## src/rtl/core/sexpr_byte_tokenizer_defines.svh

```systemverilog
// Assertion macros shared by the tokenizer RTL.
// Depends on nothing; define ASSERT_OFF to compile the checks out.
`ifndef SEXPR_BYTE_TOKENIZER_DEFINES_SVH
`define SEXPR_BYTE_TOKENIZER_DEFINES_SVH
`ifndef ASSERT_OFF
`define SBT_ASSERT(label, clk, rst_n, prop) \
  label: assert property (@(posedge clk) disable iff (!rst_n) prop) \
    else $error("sbt assertion failed");
`define SBT_ASSERT_ALWAYS(label, clk, prop) \
  label: assert property (@(posedge clk) prop) \
    else $error("sbt assertion failed");
`else
`define SBT_ASSERT(label, clk, rst_n, prop)
`define SBT_ASSERT_ALWAYS(label, clk, prop)
`endif
`endif

```

## src/rtl/core/sbt_pkg.sv

```systemverilog
// Types, codes and character constants of the byte tokenizer.
// Used by sbt_lexer, sbt_event_fifo and sexpr_byte_tokenizer.
package sbt_pkg;

  localparam int MaxNestingDef = 16;
  localparam int MaxEvents     = 3;
  localparam int EvCntW        = 2;

  localparam logic [7:0] ChLParen    = 8'h28;
  localparam logic [7:0] ChRParen    = 8'h29;
  localparam logic [7:0] ChQuote     = 8'h22;
  localparam logic [7:0] ChBackslash = 8'h5C;
  localparam logic [7:0] ChSpace     = 8'h20;
  localparam logic [7:0] ChTab       = 8'h09;
  localparam logic [7:0] ChLf        = 8'h0A;
  localparam logic [7:0] ChCr        = 8'h0D;

  typedef enum logic [5:0] {
    ModeIdle = 6'b000001,
    ModeList = 6'b000010,
    ModeSym  = 6'b000100,
    ModeStr  = 6'b001000,
    ModeEsc  = 6'b010000,
    ModeHalt = 6'b100000
  } mode_e;

  typedef enum logic [3:0] {
    EvOpen     = 4'd0,
    EvClose    = 4'd1,
    EvSymByte  = 4'd2,
    EvSymEnd   = 4'd3,
    EvStrStart = 4'd4,
    EvStrByte  = 4'd5,
    EvStrEnd   = 4'd6,
    EvDone     = 4'd7,
    EvError    = 4'd8
  } event_kind_e;

  typedef enum logic [2:0] {
    ErrUnterm = 3'd0,
    ErrDeep   = 3'd1,
    ErrUnbal  = 3'd2,
    ErrClose  = 3'd3,
    ErrEmpty  = 3'd4
  } error_code_e;

  typedef struct packed {
    logic [7:0] data_byte;
    logic       end_of_text;
  } sbt_in_t;

  typedef struct packed {
    logic [3:0] event_kind;
    logic [7:0] char_value;
    logic [7:0] nest_level;
    logic [2:0] error_code;
    logic       last_of_run;
  } sbt_out_t;

  typedef struct packed {
    logic [EvCntW-1:0]           count;
    sbt_out_t [MaxEvents-1:0]    ev;
  } sbt_batch_t;

endpackage

```

## src/rtl/core/sbt_lexer.sv

```systemverilog
// Lexer state registers and the per-byte event logic of the tokenizer.
// Depends on sbt_pkg and sexpr_byte_tokenizer_defines.svh.
`include "sexpr_byte_tokenizer_defines.svh"
module sbt_lexer #(
  parameter int MaxNesting = sbt_pkg::MaxNestingDef
) (
  input  logic               clk_i,
  input  logic               rst_ni,
  input  logic               accept_i,
  input  sbt_pkg::sbt_in_t   in_data_i,
  output sbt_pkg::sbt_batch_t batch_o
);

  sbt_pkg::mode_e mode_q, mode_d;
  logic [7:0]     depth_q, depth_d;
  sbt_pkg::sbt_out_t [sbt_pkg::MaxEvents-1:0] ev_d;
  logic [sbt_pkg::EvCntW-1:0] n_d;
  logic           do_start;
  logic [7:0]     c;
  logic           is_blank;
  logic           is_delim;

  function automatic sbt_pkg::sbt_out_t mk_ev(logic [3:0] kind, logic [7:0] ch,
                                              logic [7:0] lvl, logic [2:0] err);
    sbt_pkg::sbt_out_t e;
    e.event_kind  = kind;
    e.char_value  = ch;
    e.nest_level  = lvl;
    e.error_code  = err;
    e.last_of_run = 1'b0;
    return e;
  endfunction

  assign c        = in_data_i.data_byte;
  assign is_blank = c inside {sbt_pkg::ChSpace, sbt_pkg::ChTab, sbt_pkg::ChLf, sbt_pkg::ChCr};
  assign is_delim = is_blank || (c inside {sbt_pkg::ChLParen, sbt_pkg::ChRParen,
                                           sbt_pkg::ChQuote});

  always_comb begin
    mode_d   = mode_q;
    depth_d  = depth_q;
    ev_d     = '0;
    n_d      = '0;
    do_start = 1'b0;
    if (in_data_i.end_of_text) begin
      case (mode_q)
        sbt_pkg::ModeIdle: begin
          ev_d[n_d] = mk_ev(sbt_pkg::EvError, 8'd0, depth_q, sbt_pkg::ErrEmpty);
          n_d = n_d + 2'd1;
        end
        sbt_pkg::ModeList: begin
          ev_d[n_d] = mk_ev(sbt_pkg::EvError, 8'd0, depth_q, sbt_pkg::ErrUnbal);
          n_d = n_d + 2'd1;
        end
        sbt_pkg::ModeSym: begin
          ev_d[n_d] = mk_ev(sbt_pkg::EvSymEnd, 8'd0, depth_q, 3'd0);
          n_d = n_d + 2'd1;
          if (depth_q == 8'd0) begin
            ev_d[n_d] = mk_ev(sbt_pkg::EvDone, 8'd0, depth_q, 3'd0);
          end else begin
            ev_d[n_d] = mk_ev(sbt_pkg::EvError, 8'd0, depth_q, sbt_pkg::ErrUnbal);
          end
          n_d = n_d + 2'd1;
        end
        sbt_pkg::ModeStr, sbt_pkg::ModeEsc: begin
          ev_d[n_d] = mk_ev(sbt_pkg::EvError, 8'd0, depth_q, sbt_pkg::ErrUnterm);
          n_d = n_d + 2'd1;
        end
        default: begin
        end
      endcase
      mode_d  = sbt_pkg::ModeIdle;
      depth_d = 8'd0;
    end else begin
      case (mode_q)
        sbt_pkg::ModeIdle, sbt_pkg::ModeList: begin
          do_start = 1'b1;
        end
        sbt_pkg::ModeSym: begin
          if (!is_delim) begin
            ev_d[n_d] = mk_ev(sbt_pkg::EvSymByte, c, depth_q, 3'd0);
            n_d = n_d + 2'd1;
          end else begin
            ev_d[n_d] = mk_ev(sbt_pkg::EvSymEnd, 8'd0, depth_q, 3'd0);
            n_d = n_d + 2'd1;
            if (depth_q == 8'd0) begin
              ev_d[n_d] = mk_ev(sbt_pkg::EvDone, 8'd0, depth_q, 3'd0);
              n_d = n_d + 2'd1;
              mode_d = sbt_pkg::ModeHalt;
            end else begin
              mode_d   = sbt_pkg::ModeList;
              do_start = 1'b1;
            end
          end
        end
        sbt_pkg::ModeStr: begin
          if (c == sbt_pkg::ChBackslash) begin
            mode_d = sbt_pkg::ModeEsc;
          end else if (c == sbt_pkg::ChQuote) begin
            ev_d[n_d] = mk_ev(sbt_pkg::EvStrEnd, 8'd0, depth_q, 3'd0);
            n_d = n_d + 2'd1;
            if (depth_q == 8'd0) begin
              ev_d[n_d] = mk_ev(sbt_pkg::EvDone, 8'd0, depth_q, 3'd0);
              n_d = n_d + 2'd1;
              mode_d = sbt_pkg::ModeHalt;
            end else begin
              mode_d = sbt_pkg::ModeList;
            end
          end else begin
            ev_d[n_d] = mk_ev(sbt_pkg::EvStrByte, c, depth_q, 3'd0);
            n_d = n_d + 2'd1;
          end
        end
        sbt_pkg::ModeEsc: begin
          ev_d[n_d] = mk_ev(sbt_pkg::EvStrByte, c, depth_q, 3'd0);
          n_d = n_d + 2'd1;
          mode_d = sbt_pkg::ModeStr;
        end
        default: begin
        end
      endcase

      if (do_start && !is_blank) begin
        if (c == sbt_pkg::ChLParen) begin
          if (depth_q >= 8'(MaxNesting)) begin
            ev_d[n_d] = mk_ev(sbt_pkg::EvError, 8'd0, depth_q, sbt_pkg::ErrDeep);
            n_d = n_d + 2'd1;
            mode_d = sbt_pkg::ModeHalt;
          end else begin
            depth_d = depth_q + 8'd1;
            ev_d[n_d] = mk_ev(sbt_pkg::EvOpen, 8'd0, depth_d, 3'd0);
            n_d = n_d + 2'd1;
            mode_d = sbt_pkg::ModeList;
          end
        end else if (c == sbt_pkg::ChRParen) begin
          if (depth_q == 8'd0) begin
            ev_d[n_d] = mk_ev(sbt_pkg::EvError, 8'd0, depth_q, sbt_pkg::ErrClose);
            n_d = n_d + 2'd1;
            mode_d = sbt_pkg::ModeHalt;
          end else begin
            depth_d = depth_q - 8'd1;
            ev_d[n_d] = mk_ev(sbt_pkg::EvClose, 8'd0, depth_d, 3'd0);
            n_d = n_d + 2'd1;
            if (depth_d == 8'd0) begin
              ev_d[n_d] = mk_ev(sbt_pkg::EvDone, 8'd0, depth_d, 3'd0);
              n_d = n_d + 2'd1;
              mode_d = sbt_pkg::ModeHalt;
            end else begin
              mode_d = sbt_pkg::ModeList;
            end
          end
        end else if (c == sbt_pkg::ChQuote) begin
          ev_d[n_d] = mk_ev(sbt_pkg::EvStrStart, 8'd0, depth_q, 3'd0);
          n_d = n_d + 2'd1;
          mode_d = sbt_pkg::ModeStr;
        end else begin
          ev_d[n_d] = mk_ev(sbt_pkg::EvSymByte, c, depth_q, 3'd0);
          n_d = n_d + 2'd1;
          mode_d = sbt_pkg::ModeSym;
        end
      end
    end

    for (int i = 0; i < sbt_pkg::MaxEvents; i++) begin
      ev_d[i].last_of_run = (n_d == sbt_pkg::EvCntW'(i + 1));
    end
  end

  assign batch_o.count = n_d;
  assign batch_o.ev    = ev_d;

  always_ff @(posedge clk_i or negedge rst_ni) begin
    if (!rst_ni) begin
      mode_q  <= sbt_pkg::ModeIdle;
      depth_q <= 8'd0;
    end else if (accept_i) begin
      mode_q  <= mode_d;
      depth_q <= depth_d;
    end
  end

  `SBT_ASSERT(a_depth_bounded, clk_i, rst_ni, depth_q <= 8'(MaxNesting))
  `SBT_ASSERT(a_eot_rearms, clk_i, rst_ni, accept_i && in_data_i.end_of_text |=> mode_q == sbt_pkg::ModeIdle && depth_q == 8'd0)
  `SBT_ASSERT(a_halt_silent, clk_i, rst_ni, mode_q == sbt_pkg::ModeHalt && !in_data_i.end_of_text |-> batch_o.count == 2'd0)

endmodule

```

## src/rtl/core/sbt_event_fifo.sv

```systemverilog
// Three-entry result buffer that drains the events of one byte, one per beat.
// Depends on sbt_pkg and sexpr_byte_tokenizer_defines.svh.
`include "sexpr_byte_tokenizer_defines.svh"
module sbt_event_fifo (
  input  logic                clk_i,
  input  logic                rst_ni,
  input  logic                load_i,
  input  sbt_pkg::sbt_batch_t batch_i,
  output logic                load_ready_o,
  output logic                out_valid_o,
  input  logic                out_ready_i,
  output sbt_pkg::sbt_out_t   out_data_o
);

  sbt_pkg::sbt_out_t [sbt_pkg::MaxEvents-1:0] slot_q, slot_d;
  logic [sbt_pkg::EvCntW-1:0] count_q, count_d;
  logic pop;

  assign out_valid_o  = (count_q != '0);
  assign pop          = out_valid_o && out_ready_i;
  assign load_ready_o = (count_q == '0) || (count_q == 2'd1 && out_ready_i);
  assign out_data_o   = slot_q[0];

  always_comb begin
    slot_d  = slot_q;
    count_d = count_q;
    if (load_i) begin
      slot_d  = batch_i.ev;
      count_d = batch_i.count;
    end else if (pop) begin
      slot_d[0] = slot_q[1];
      slot_d[1] = slot_q[2];
      count_d   = count_q - 2'd1;
    end
  end

  always_ff @(posedge clk_i or negedge rst_ni) begin
    if (!rst_ni) begin
      count_q <= '0;
    end else begin
      count_q <= count_d;
    end
  end

  always_ff @(posedge clk_i) begin
    slot_q <= slot_d;
  end

  `SBT_ASSERT(a_load_count, clk_i, rst_ni, load_i |=> count_q == $past(batch_i.count))
  `SBT_ASSERT(a_pop_count, clk_i, rst_ni, pop && !load_i |=> count_q == $past(count_q) - 2'd1)
  `SBT_ASSERT(a_load_when_drained, clk_i, rst_ni, load_i |-> count_q == 2'd0 || (count_q == 2'd1 && pop))

endmodule

```

## src/rtl/core/sexpr_byte_tokenizer.sv

```systemverilog
// Top level of the S-expression byte tokenizer: lexer plus result buffer.
// Depends on sbt_pkg, sbt_lexer and sbt_event_fifo.
//
//   channel | direction | payload            | handshake
//   in      | sink      | sbt_pkg::sbt_in_t  | in_valid_i / in_ready_o
//   out     | source    | sbt_pkg::sbt_out_t | out_valid_o / out_ready_i
//
// A byte is lexed in the cycle it is accepted and its events land in the result buffer
// at the next edge, so the first event appears in the cycle after acceptance.
// Bytes that yield at most one event flow at one per cycle while the output is ready; a byte
// with several events stalls the input while the single event port drains the buffer.
// Reset clears the lexer to idle at depth zero and empties the buffer.
// A stalled output holds the current event and blocks input once the buffer is busy.
module sexpr_byte_tokenizer #(
  parameter int MaxNesting = sbt_pkg::MaxNestingDef
) (
  input  logic              clk_i,
  input  logic              rst_ni,
  input  logic              in_valid_i,
  output logic              in_ready_o,
  input  sbt_pkg::sbt_in_t  in_data_i,
  output logic              out_valid_o,
  input  logic              out_ready_i,
  output sbt_pkg::sbt_out_t out_data_o
);

  sbt_pkg::sbt_batch_t batch;
  logic accept;

  assign accept = in_valid_i && in_ready_o;

  sbt_lexer #(
    .MaxNesting(MaxNesting)
  ) u_lexer (
    .clk_i     (clk_i),
    .rst_ni    (rst_ni),
    .accept_i  (accept),
    .in_data_i (in_data_i),
    .batch_o   (batch)
  );

  sbt_event_fifo u_fifo (
    .clk_i        (clk_i),
    .rst_ni       (rst_ni),
    .load_i       (accept),
    .batch_i      (batch),
    .load_ready_o (in_ready_o),
    .out_valid_o  (out_valid_o),
    .out_ready_i  (out_ready_i),
    .out_data_o   (out_data_o)
  );

endmodule

```

## config.mk

```make
export PLATFORM = sky130hd
export DESIGN_NAME = sexpr_byte_tokenizer
export DESIGN_NICKNAME = d
export VERILOG_FILES = /design/src/rtl/core/sbt_pkg.sv /design/src/rtl/core/sbt_lexer.sv /design/src/rtl/core/sbt_event_fifo.sv /design/src/rtl/core/sexpr_byte_tokenizer.sv
export VERILOG_INCLUDE_DIRS = /design/src /design/src/rtl/core
export SDC_FILE = /design/constraint.sdc
export NUM_CORES = 1
export LEC_CHECK = 0
export BUFFER_PORTS_ARGS = -buffer_cell sky130_fd_sc_hd__buf_2
export CORE_AREA = 3 3 78 135
export DETAILED_ROUTE_END_ITERATION = 16
export DIE_AREA = 0 0 81 138
export MAX_ROUTING_LAYER = met4
export PLACE_DENSITY = 0.79
export SYNTH_ARGS = -nofsm -noshare
export SYNTH_HDL_FRONTEND = slang
export SYNTH_HIERARCHICAL = 1
export SYNTH_SLANG_ARGS = --single-unit
```

## constraint.sdc

```tcl
create_clock -name clk_i -period 3.71 [get_ports clk_i]
set_input_delay 0.1855 -clock clk_i [delete_from_list [all_inputs] [get_ports clk_i]]
set_output_delay 0.1855 -clock clk_i [all_outputs]
set_load 0.02 [all_outputs]
```

Word-level counts from Yosys, hierarchy flattened
Cells that the tools add are included.

word-level totals
  word-level logic and storage cells = 147
  register bits = 88
  input port bits = 13

cells by class
  multiplexer cells = 72
  eq/ne operators = 21
  bitwise operators = 1
  reductions and logical operators = 25
  add/sub/neg operators = 5
  magnitude comparators = 5

operators with widths
  kind                 count
  $bwmux 72            7
  $mux 72              6
  $mux 48              5
  $mux 24              6
  $demux 24 s2         2
  $pmux 24 s4          1
  $pmux 24 s3          1
  $mux 23              3
  $mux 6               11
  $mux 8               6
  $pmux 24 s2          1
  $eq 8x6->1 const B   4
  $mux 2               13
  $eq 8x4->1 const B   3
  $mux 22              1
  $mux 21              1
  $pmux 6 s3           1
  $logic_not 8->1      2
  $add 8x1->8 const B  1
  $eq 8x7->1 const B   1
  $ge 8x5->1 const B   1
  $sub 8x1->8 const B  1
  $eq 6x1->1 const B   1
  $eq 6x2->1 const B   1
  other kinds (31)     49

Logic depth before layout (Yosys ltp)
  depth in word-level cells = 19
  mapped depth = 11
  mapped depth without buffers = 10

Hierarchy
Netlist, hierarchy kept.

modules (own cells, without submodules)
  module                cells an instance  sequential area each (um^2)  times used  area an instance (um^2)
  sbt_event_fifo        168                2212.1                       1           3080.5
  sbt_lexer             410                351.6                        1           2736.4
  sexpr_byte_tokenizer  1                  0.0                          1           6.3

Worst setup path before layout
No wires, ideal clock.

  kind = reg2reg
  from = reg u_fifo/count_q[0] (netlist bit)
  to = reg u_fifo.slot_q, in the netlist u_fifo/out_data_o[0], enable pin
  buffers on the path = 2
  data arrival time = 2.767 ns
  library setup time = 0.384 ns
  slack = 0.558 ns
  required time = 3.326 ns
  stages on the path, launching flop included = 9
  cells stage by stage = dfrtp_1 -> inv_1 -> ha_1 -> inv_1 -> nand2_1 -> and2_1 -> buf_6 -> buf_2 -> or2_2

RTL lines
  what                                RTL line                    RTL
  start: declaration                  sbt_event_fifo.sv:16        logic [sbt_pkg::EvCntW-1:0] count_q, count_d;
  start signal: assignment            sbt_event_fifo.sv:41        count_q <= count_d;
  $reduce_bool 2->1                   sbt_event_fifo.sv:19        assign out_valid_o = (count_q != '0);
  via out_valid_o                     sexpr_byte_tokenizer.sv:22  output logic out_valid_o,
  $logic_and 1x1->1                   sbt_event_fifo.sv:20        assign pop = out_valid_o && out_ready_i;
  $reduce_bool 2->1 (no source line)  -
  end signal: assignment              sbt_event_fifo.sv:46        slot_q <= slot_d;
  end: declaration                    sbt_event_fifo.sv:15        sbt_pkg::sbt_out_t [sbt_pkg::MaxEvents-1:0] slot_q, slot_d;

The timed path passes the listed nets, and every way through them passes these cells.
A chain may end at the register's enable or synchronous reset.

==> metrics.md <==
| Metric | Value |
|---|---|
| Initial core utilization | 61.1% |
| Unique masters post-synth | 79 |
| DRC | 0 |
| N_diodes | 0 |
| Worst r2r path cells | 9 |
| Initial DRC Count | 504 |
| Count leader, synth | edfxtp_1 |
| Total track usage | 28.1% |
| Setup Crit Path Kind | reg -> reg |
| First-pass GRT wire length | 23300 µm |
| Htree depth | 3 |
| Fillers | 795 |
| Chip Height | 138 µm |
| Seq/Total Area, Yosys | 44.0% |
| Clock skew | 0.00973 ns |
| Reg clk slew, reported paths | 0.07 ns |
| Hold Path Class | in -> reg |
| CTS max path bufs | 2 |
| Asr flop ratio synth | 18.2% |
| Worst Setup End Kind | flop |
| Top cells by area, synth | edfxtp_1, mux2_2, buf_4 |
| Setup bufs post-CTS | 0 |
| Routability cong. | 0.949 |
| Final hold vios | 0 |
| Syn_area_per_cell | 10.1 µm² |
| Ports | 39 |
| CTS tree | done |
| Initial antenna violation count | 0 |
| Seq. cell area | 0.00256 mm² |
| Number of global-route vias before repair | 4298 |
| Worst-path fanout max | 19 |
| Die width | 81 µm |
| Gate Count Post-Synth | 579 |
| Grt ovf | 0 |
| Synth Register Bits | 88 |
| Drt total wl | 14700 µm |
| Status | complete, no violations |
| Critical Path AT | 3.36 ns |
| Worst-margin pin slew | 0.778 ns |
| Antenna-violating nets left | 0 |
| Fin. max-slew vios | 0 |
| Maximum VDD drop | 0.681 mV |
| Synthesized area | 0.00582 mm² |
| Area of the multi-input gates | 0.00278 mm² |
| Total CTS buffers | 9 |
| Static Leak | 2.40 nW |
| Tmin final | 3.28 ns |
| # setup viols final | 0 |
| Hold EP | u_fifo/count_q[0] |
| Area added between synthesis and finish | 6.75% |
| Clock latency on the worst-skew pair | 0.34 ns |
| IO buf count | 38 |
| Share of cells above drive strength 1 | 23.2% |
| Fmax | 305 MHz |
| R2r setup slk | 0.43 ns |
| Worst slew margin | 48.1% |
| WL/cell | 20.4 µm |
| Post-cts sizing count | 0 |
| Worst hold slack | 0.280 ns |
| Critical R2R Launch | u_lexer/depth_q[4] |
| CTS root buf | clkbuf_16 |
| Most instantiated cells after synthesis | edfxtp_1, buf_4, nor2_1 |
| Post-synth EDFFs | 72 |
| Final core utilization | 65.2% |
| Final Net Count | 610 |
| WP data required | 3.79 ns |
| Hold path cells | 3 |
| Post-synth top area share | 37.1% |
| Setup TNS | 0 ns |
| Sink Count | 88 |
| Final Cycle Share | 88.3% |
| FF-to-FF End | u_fifo/slot_q[30] |
| Synth warn | 6 |
| MaxCap Viol Count | 0 |
| Core Box Area | 0.00953 mm² |
| Pwr per Cell Area | 772 mW/mm² |
| Drt pass-1 iters | 6 |
| Unrepaired setup endpoints after global routing | false |
| Hold_sp | out_ready_i |
| Row count | 47 |
| Largest net degree at the start of global routing | 66 |
| DR vias/cell | 6.35 |
| Via count | 4557 |
| CP Launch Type | flop |
| Synth Flop Type | edfxtp_1 |
| Total die area | 0.0112 mm² |
| Largest area contributor in the netlist | edfxtp_1 |
| Detailed placement HPWL | 10400 µm |
==> state kept, by name, summed over array words and instances, names as in the netlist <==
register and count:
u_fifo/count_q 2, u_fifo/slot_q 48, u_fifo/out_data_o 24, u_lexer/mode_q 6, u_lexer/depth_q 8
==> power breakdown <==
part	leakage, nW	internal [mW]	switching, mW
clock network	0.156	0.541	0.420
logic	1.34	0.785	1.32
registers	0.912	1.58	0.154
total	2.40	2.90	1.89
==> worst max-delay path: stages, from the launching register on <==
cell and delay, ns:
dfrtp_1 0.54, nor4_4 0.39, and3_1 0.43, a211oi_1 0.18
a2111oi_4 0.33, buf_4 0.32, a211o_1 0.28, o21ai_1 0.08
a22o_1 0.19, mux2_2 0.27
==> cell type report <==
type	count	area share [%]
Clock inverter	7	1.49
Multi-Input combinational cell	421	44.7
Sequential cell	88	41.2
Timing Repair Buffer	57	5.60
Tap cell	122	2.46
Inverter	14	0.845
Clock buffer	9	3.62
==> routing by layer <==
metal  global-route usage (%)  share of wire [%]  up-vias
met5                        -                  0        -
met4                     11.7                3.5        0
met3                     4.36                6.3       55
met2                     43.2                 51      231
met1                     37.0                 40     2165
li1                         -                  -     2106
==> cell families (layout without fill, tap and decap cells) <==
kind of cell             Yosys count  in the layout  synth area share [%]
AND/OR/NAND/NOR                  193            193                  17.6
adder cells (fa/ha/maj)            6              6                  1.29
XOR/XNOR                           7              7                  1.05
other                              1             27                0.0644
multiplexers                      50             50                  9.63
AO/OA/AOI/OAI                    138            138                  16.4
flip-flops                        88             88                  44.0
buffers and inverters             96             87                  9.93
==> worst max-delay path by stage <==
| stage | slack [ns] | from | endpoint |
|---|---|---|---|
| final | 0.43 | u_lexer/depth_q[4] | u_fifo/slot_q[30] |
| after global routing | 0.26 | u_lexer/depth_q[4] | u_fifo/slot_q[29] |
| after CTS | 0.50 | u_lexer/depth_q[4] | u_fifo/slot_q[30] |
| after detailed placement | 0.52 | u_lexer/depth_q[4] | u_fifo/slot_q[30] |
| after global placement | 0.63 | u_lexer/depth_q[4] | u_fifo/slot_q[30] |
| after floorplan | 0.56 | u_fifo/count_q[0] | u_fifo/out_data_o[0] |
==> cell usage in the layout (no fill, tap or decap), types with 9 or more instances in the layout <==
cell type | netlist | routed
buf_4 | 51 | 17
nand2_1 | 41 | 41
o21ai_1 | 9 | 9
dfrtp_1 | 15 | 15
inv_1 | 14 | 14
nor2_1 | 49 | 49
a21oi_1 | 31 | 31
mux2_2 | 48 | 48
and2_1 | 11 | 10
o21ai_0 | 28 | 28
buf_2 | 9 | 38
and3_1 | 9 | 9
clkbuf_16 | 0 | 9
edfxtp_1 | 72 | 72
conb_1 | 1 | 27
nor3_1 | 13 | 13
nand2b_1 | 9 | 9
nand3_1 | 19 | 19
==> timing repair <==
action / in CTS / in global routing
hold endpoints to repair: 15 / 0
setup endpoints to repair: 0 / 0
hold buffers: 1 / 0
==> metrics by stage <==
stage	area, µm²	power (mW)	instances	worst slack, ns
3_3_place_gp	5890	3.76	701	0.632
2_1_floorplan	5920	3.34	605	0.558
3_5_place_dp	5890	3.82	701	0.522
4_1_cts	6220	4.80	718	0.497
6_report	6220	4.80	718	0.435
5_1_grt	6220	5.06	718	0.260
No activity file was read; power rests on OpenSTA's default activity.
